===== src/rtl/lgs_pkg.sv =====
`timescale 1ns / 1ps
// ----------------------------------------------------------------------------
// lgs_pkg
// Shared operation codes and life-rule constants for the life grid block.
// ----------------------------------------------------------------------------
package lgs_pkg;

    // operation codes carried on the input and echoed on the result beat
    typedef logic [1:0] op_t;
    localparam op_t OP_WRITE   = 2'd0;
    localparam op_t OP_READ    = 2'd1;
    localparam op_t OP_ADVANCE = 2'd2;

    // neighbor count width and the B3/S23 counts
    localparam int NBR_W = 4;
    typedef logic [NBR_W-1:0] nbr_cnt_t;
    localparam nbr_cnt_t BIRTH_COUNT   = 4'd3;
    localparam nbr_cnt_t SURVIVE_COUNT = 4'd2;

endpackage


===== src/rtl/life_grid_generation_step.sv =====
`timescale 1ns / 1ps
// ----------------------------------------------------------------------------
// life_grid_generation_step
// Conway life grid (B3/S23, dead edges) with cell write, cell read and
// one-generation advance.
// ----------------------------------------------------------------------------
// The grid lives in a chain of ROWS row cells. Every operation rotates the
// chain once around, one row per cycle past a head position where the write,
// the read or the life rule is applied. An input beat is accepted in the idle
// state, the chain rotates in the run state and the result is handed over in
// the push state; the rotation runs the length of the row chain. A new input
// beat is taken in the cycle after the previous result
// has moved to the output register, even if that result beat has not been
// taken yet; while an older result still waits there, the block holds in the
// handover cycle and the input stays closed. Reset clears every cell to dead.
// ----------------------------------------------------------------------------
module life_grid_generation_step
    import lgs_pkg::*;
#(
    parameter int ROWS = 32,
    parameter int COLS = 32
) (
    input  logic       aclk,
    input  logic       aresetn,
    input  logic       s_valid,
    output logic       s_ready,
    input  logic [1:0] s_operation,
    input  logic [4:0] s_row,
    input  logic [4:0] s_col,
    input  logic       s_value,
    output logic       m_valid,
    input  logic       m_ready,
    output logic       m_alive,
    output logic [1:0] m_done_op
);

    localparam int CW = $clog2(ROWS);

    typedef enum logic [1:0] {
        S_IDLE,
        S_RUN,
        S_PUSH
    } state_t;

    state_t          state_reg;
    logic [CW-1:0]   cnt_reg;
    op_t             op_reg;
    logic [4:0]      row_reg;
    logic [4:0]      col_reg;
    logic            value_reg;
    logic [COLS-1:0] prior_reg;
    logic            alive_reg;
    logic            m_valid_reg;
    logic            m_alive_reg;
    op_t             m_done_op_reg;

    logic [COLS-1:0] rows_q [ROWS];
    logic [COLS-1:0] head;
    logic [COLS-1:0] below;
    logic [COLS-1:0] life_row;
    logic [COLS-1:0] head_new;
    logic [COLS-1:0] bit_mask;
    logic            head_bit;
    logic            hit;
    logic            last;
    logic            shift_en;

    assign s_ready   = (state_reg == S_IDLE);
    assign m_valid   = m_valid_reg;
    assign m_alive   = m_alive_reg;
    assign m_done_op = m_done_op_reg;
    assign shift_en  = (state_reg == S_RUN);

    // row chain: cell k takes cell k+1, the last cell takes the processed head
    for (genvar k = 0; k < ROWS; k++) begin : g_cell
        logic [COLS-1:0] d_in;
        if (k == ROWS - 1) begin : g_tail
            assign d_in = head_new;
        end else begin : g_link
            assign d_in = rows_q[k+1];
        end
        lgs_row_cell #(
            .COLS(COLS)
        ) u_cell (
            .aclk    (aclk),
            .aresetn (aresetn),
            .shift_en(shift_en),
            .d_in    (d_in),
            .q       (rows_q[k])
        );
    end

    // head window; on the last row the cell behind already holds new row 0
    assign head  = rows_q[0];
    assign last  = (cnt_reg == CW'(ROWS - 1));
    assign below = last ? '0 : rows_q[1];

    lgs_life_rule #(
        .COLS(COLS)
    ) u_rule (
        .above   (prior_reg),
        .here    (head),
        .below   (below),
        .next_row(life_row)
    );

    // head row update; a column past the edge shifts the mask out to zero
    always_comb begin
        hit      = (int'(cnt_reg) == int'(row_reg));
        bit_mask = {{(COLS-1){1'b0}}, 1'b1} << col_reg;
        head_bit = |(head & bit_mask);
        case (op_reg)
            OP_WRITE: begin
                if (hit) begin
                    head_new = value_reg ? (head | bit_mask) : (head & ~bit_mask);
                end else begin
                    head_new = head;
                end
            end
            OP_ADVANCE: head_new = life_row;
            default:    head_new = head;
        endcase
    end

    // sequencer and result register
    always_ff @(posedge aclk) begin
        if (!aresetn) begin
            state_reg   <= S_IDLE;
            cnt_reg     <= '0;
            prior_reg   <= '0;
            m_valid_reg <= 1'b0;
        end else begin
            if (m_valid_reg && m_ready && (state_reg != S_PUSH)) begin
                m_valid_reg <= 1'b0;
            end
            case (state_reg)
                S_IDLE: begin
                    if (s_valid) begin
                        op_reg    <= s_operation;
                        row_reg   <= s_row;
                        col_reg   <= s_col;
                        value_reg <= s_value;
                        alive_reg <= 1'b0;
                        prior_reg <= '0;
                        cnt_reg   <= '0;
                        state_reg <= S_RUN;
                    end
                end
                S_RUN: begin
                    prior_reg <= head;
                    if ((op_reg == OP_READ) && hit) begin
                        alive_reg <= head_bit;
                    end
                    if (last) begin
                        cnt_reg   <= '0;
                        state_reg <= S_PUSH;
                    end else begin
                        cnt_reg <= cnt_reg + 1'b1;
                    end
                end
                S_PUSH: begin
                    if (!m_valid_reg || m_ready) begin
                        m_valid_reg   <= 1'b1;
                        m_alive_reg   <= alive_reg;
                        m_done_op_reg <= op_reg;
                        state_reg     <= S_IDLE;
                    end
                end
                default: state_reg <= S_IDLE;
            endcase
        end
    end

    // an accepted beat keeps the input closed while the chain rotates
    assert property (@(posedge aclk) disable iff (!aresetn)
        (s_valid && s_ready) |=> !s_ready)
        else $error("input taken again during a rotation");

    // only a read reports a live cell
    assert property (@(posedge aclk) disable iff (!aresetn)
        (m_valid && (m_done_op != OP_READ)) |-> !m_alive)
        else $error("alive set on a non-read result");

    // chain is aligned (row 0 at the head) whenever the block is idle
    assert property (@(posedge aclk) disable iff (!aresetn)
        (state_reg == S_IDLE) |-> (cnt_reg == '0))
        else $error("row chain not aligned while idle");

    // a result is loaded only when leaving the handover state
    assert property (@(posedge aclk) disable iff (!aresetn)
        (state_reg == S_PUSH && (!m_valid || m_ready)) |=> (m_valid && s_ready))
        else $error("result handover failed");

endmodule


===== src/rtl/lgs_row_cell.sv =====
`timescale 1ns / 1ps
// ----------------------------------------------------------------------------
// lgs_row_cell
// One link of the row chain: holds one grid row and takes the row of its
// neighbor whenever the chain rotates.
// ----------------------------------------------------------------------------
module lgs_row_cell #(
    parameter int COLS = 32
) (
    input  logic            aclk,
    input  logic            aresetn,
    input  logic            shift_en,
    input  logic [COLS-1:0] d_in,
    output logic [COLS-1:0] q
);

    logic [COLS-1:0] row_reg;
    logic [COLS-1:0] row_next;

    // take the neighbor's row on a rotate step
    always_comb begin
        row_next = shift_en ? d_in : row_reg;
    end

    // grid is cleared at reset
    always_ff @(posedge aclk) begin
        if (!aresetn) begin
            row_reg <= '0;
        end else begin
            row_reg <= row_next;
        end
    end

    assign q = row_reg;

endmodule


===== src/rtl/lgs_life_rule.sv =====
`timescale 1ns / 1ps
// ----------------------------------------------------------------------------
// lgs_life_rule
// Next state of one row from the old rows above, here and below (B3/S23,
// cells past the edges count as dead).
// ----------------------------------------------------------------------------
module lgs_life_rule
    import lgs_pkg::*;
#(
    parameter int COLS = 32
) (
    input  logic [COLS-1:0] above,
    input  logic [COLS-1:0] here,
    input  logic [COLS-1:0] below,
    output logic [COLS-1:0] next_row
);

    // per-column neighbor count, columns are independent
    always_comb begin
        logic [COLS+1:0] a_p;
        logic [COLS+1:0] h_p;
        logic [COLS+1:0] b_p;
        nbr_cnt_t        n;
        a_p = {1'b0, above, 1'b0};
        h_p = {1'b0, here, 1'b0};
        b_p = {1'b0, below, 1'b0};
        n   = '0;
        for (int c = 0; c < COLS; c++) begin
            n = {3'b000, a_p[c]} + {3'b000, a_p[c+1]} + {3'b000, a_p[c+2]}
              + {3'b000, h_p[c]} + {3'b000, h_p[c+2]}
              + {3'b000, b_p[c]} + {3'b000, b_p[c+1]} + {3'b000, b_p[c+2]};
            next_row[c] = (n == BIRTH_COUNT) || ((n == SURVIVE_COUNT) && h_p[c+1]);
        end
    end

endmodule

===== config.mk =====
export PLATFORM = sky130hd
export DESIGN_NAME = life_grid_generation_step
export DESIGN_NICKNAME = d
export VERILOG_FILES = /design/src/rtl/lgs_pkg.sv /design/src/rtl/life_grid_generation_step.sv /design/src/rtl/lgs_row_cell.sv /design/src/rtl/lgs_life_rule.sv
export SDC_FILE = /design/constraint.sdc
export NUM_CORES = 2
export LEC_CHECK = 0
export ABC_AREA = 1
export BUFFER_PORTS_ARGS = -buffer_cell sky130_fd_sc_hd__buf_2
export CORE_AREA = 2 2 196 391
export DETAILED_ROUTE_END_ITERATION = 10
export DIE_AREA = 0 0 198 393
export PLACE_DENSITY = 0.78
export SYNTH_ARGS = -nofsm -noshare
export SYNTH_HDL_FRONTEND = slang
export SYNTH_SLANG_ARGS = --single-unit
export TNS_END_PERCENT = 50

===== constraint.sdc =====
create_clock -name aclk -period 8.2 [get_ports aclk]
set_input_delay 1.23 -clock aclk [delete_from_list [all_inputs] [get_ports aclk]]
set_output_delay 1.23 -clock aclk [all_outputs]
set_load 0.05 [all_outputs]

==> metrics.md <==
| Metric | Value |
|---|---|
| Status | finished, final reports clean |
| Cell taking the most area after synthesis | dfxtp_1 |
| Vias in the first global route | 32100 |
| Clk root buf | clkbuf_16 |
| Routability cong. | 0.916 |
| RSZ-0062 raised after global routing | no |
| Core region area | 74800 sq um |
| Layout cells sized above 1 | 3.95% |
| Kind of critical path | reg -> reg |
| Largest net degree at the start of global routing | 296 |
| 1st-iter DRT viols | 2803 |
| Slowest CP cell | fa_1 |
| PwrDens | 252 nW/um^2 |
| Syn Area/Cell | 7.78 sq um |
| Inserted Clock Buffers | 90 |
| Initial antenna violation count | 1 |
| CP peak stage delay | 0.54 ns |
| Non-Filler Instances | 6473 |
| CTS hold repair buffers | 0 |
| WL per Instance | 14.7 microns |
| H-Tree Depth | 3 |
| Startpoint types | register |
| Crit path cell chain | ha_1 -> inv_1 -> nor3_1 -> ha_1 -> inv_1 -> buf_4 -> nand2_1 -> inv_1 -> fa_1 -> fa_1 -> inv_1 -> fa_1 -> fa_1 -> o21ai_0 -> nor3_1 -> a21oi_1 -> a21oi_1 |
| IO Port Bufs | 21 |
| Final Hold Viols | 0 |
| Crit path DAT | 4.87 ns |
| Pre-antenna DRT Iters | 6 |
| Synth unique cells | 36 |
| Most frequent cells in the layout | 1995 x nor2_1, 1073 x o21ai_0, 1064 x dfxtp_1 |
| F_max | 232 MHz |
| Placed cells | 6309 |
| Die Height | 393 microns |
| CTS sink count | 1081 |
| Syn. warnings | 0 |
| Leading cell type in the layout, fill and taps excluded | nor2_1 |
| Via count | 34700 |
| Leakage Power | 0.0191 uW |
| Total setup buffers inserted after CTS | 0 |
| # DRC | 0 |
| Setup violations, final | 0 |
| Sequential share of the synthesized area | 49.8% |
| Routed WL | 95.4 mm |
| Total Power | 11900 uW |
| Worst Tran Pin Value | 1.22 ns |
| Vias per cell | 5.37 |
| Die ar. | 77800 sq um |
| Longest Clk Path Bufs | 3 |
| Clock Skew | 0.0210 ns |
| Nets | 5630 |
| Worst VDD drop | 191 uV |
| Rows | 142 |
| Clock latency on the worst-skew pair | 0.68 ns |
| Slew HR | 17.7% |
| Final Critical Period | 4.30 ns |
| Max Slew Vio Count | 0 |
| Post-DP HPWL | 58.2 mm |
| Critical path required time | 8.77 ns |
| Top-area cell type share of the netlist area | 48.6% |
| Yosys reg bits | 1081 |
| Syn-to-layout area delta | 7.35% |
| Grt ovf | 0 |
| Top cells by area, synth | dfxtp_1 49%, nor2_1 17%, o21ai_0 12%, fa_1 5.7%, ha_1 2.7% |
| Syn Inst Count | 5631 |
| Max FO, Critical Path | 31 |
| Boundary Pins | 22 |
| Post-CTS sizing | 0 |
| Final core occ | 62.9% |
| First-pass GRT wire length | 157 mm |
| TNS Setup | 0 ns |
| Global Route Usage Sum | 24.6% |
| Mapped Nets | 5868 |
| Reg2reg setup slack | 3.90 ns |
| Endpoint class of the critical path | register |
| Die width | 198 microns |
| Syn Std Cell Area | 43800 sq um |
| Initial Util | 58.6% |
| Max FFs per register | 1024 |
| CTS tree | yes |
| Worst Hold Class | reg -> reg |
| Clk slew on worst S/H paths | 0.07 ns |
| Post-route antenna net violation count | 0 |
| Period utilization | 52.5% |
| Max-cap violations | 0 |
## power breakdown
group | internal (uW) | switching (uW)
Clock | 2520 | 1990
Combinational | 489 | 906
Sequential | 5700 | 252
## metrics by stage
| step | area [sq um] | hold WS, ns | worst slack, ns |
|---|---|---|---|
| 2_1_floorplan | 43800 | 0.400 | 4.37 |
| 3_3_place_gp | 43900 | 0.440 | 3.97 |
| 3_5_place_dp | 43900 | 0.435 | 3.96 |
| 4_1_cts | 47000 | 0.461 | 3.94 |
| 5_1_grt | 47000 | 0.476 | 3.62 |
| 6_report | 47000 | 0.469 | 3.90 |
## worst max-delay path, delay by kind of cell, from the launching register on
family	cells	cell delay, ns
AO/OA/AOI/OAI	3	0.44
adder cells (fa/ha/maj)	6	2.26
buffers and inverters	5	0.74
flip-flops	1	0.35
AND/OR/NAND/NOR	3	0.38
## area by class of cell
class                      instances  area, sq um
clock inverter                    39          531
sequential                      1081        21800
multi-input combinational       3875        19300
antenna                            1         2.50
clock buffer                     124         2580
inverter                         292         1100
tap                             1008         1260
timing repair buffer              53          418
fill                            6455        27800
## final timing paths
path                            startpoint  cells past startpoint                      to
worst min-delay path             alive_reg                      0                 m_alive
worst max-delay path            cnt_reg[0]                     17  g_cell[31].u_cell.q[3]
worst min register to register   alive_reg                      0                 m_alive
worst max register to register  cnt_reg[0]                     17  g_cell[31].u_cell.q[3]
## metal layers
layer | up-vias | part of all wire, % | track usage, %
met5 | - | 0 | 0
met1 | 16200 | 41 | 29.8
met2 | 768 | 48 | 41.3
met4 | 0 | 6.2 | 15.1
met3 | 264 | 4.2 | 3.53
li1 | 17500 | - | -
## synth_stat cells, drive strengths merged
cell type	count
a31oi	11
o21bai	4
nand4	16
clkbuf	275
nor4	3
a31o	6
clkinv	1
a22oi	2
dfxtp	1064
nor3	23
edfxtp	17
nor2	1999
o22ai	10
a211oi	4
o221ai	1
nand3	80
o21ai	1074
or2	1
o21a	1
xnor2	3
fa	125
inv	291
nand2	271
o31ai	6
buf	108
a221oi	1
ha	95
nand3b	1
a21oi	138
## cell families (layout without fill, tap and decap cells)
| family | count (synthesis) | count (layout) | synth area share (%) |
|---|---|---|---|
| AND/OR/NAND/NOR | 2394 | 2394 | 20.9 |
| buffers and inverters | 675 | 508 | 6.17 |
| AO/OA/AOI/OAI | 1258 | 1258 | 14.6 |
| adder cells (fa/ha/maj) | 220 | 220 | 8.43 |
| other | 0 | 1 | 0 |
| flip-flops | 1081 | 1081 | 49.8 |
| XOR/XNOR | 3 | 3 | 0.0600 |
Power figures use the tool's default switching activity.
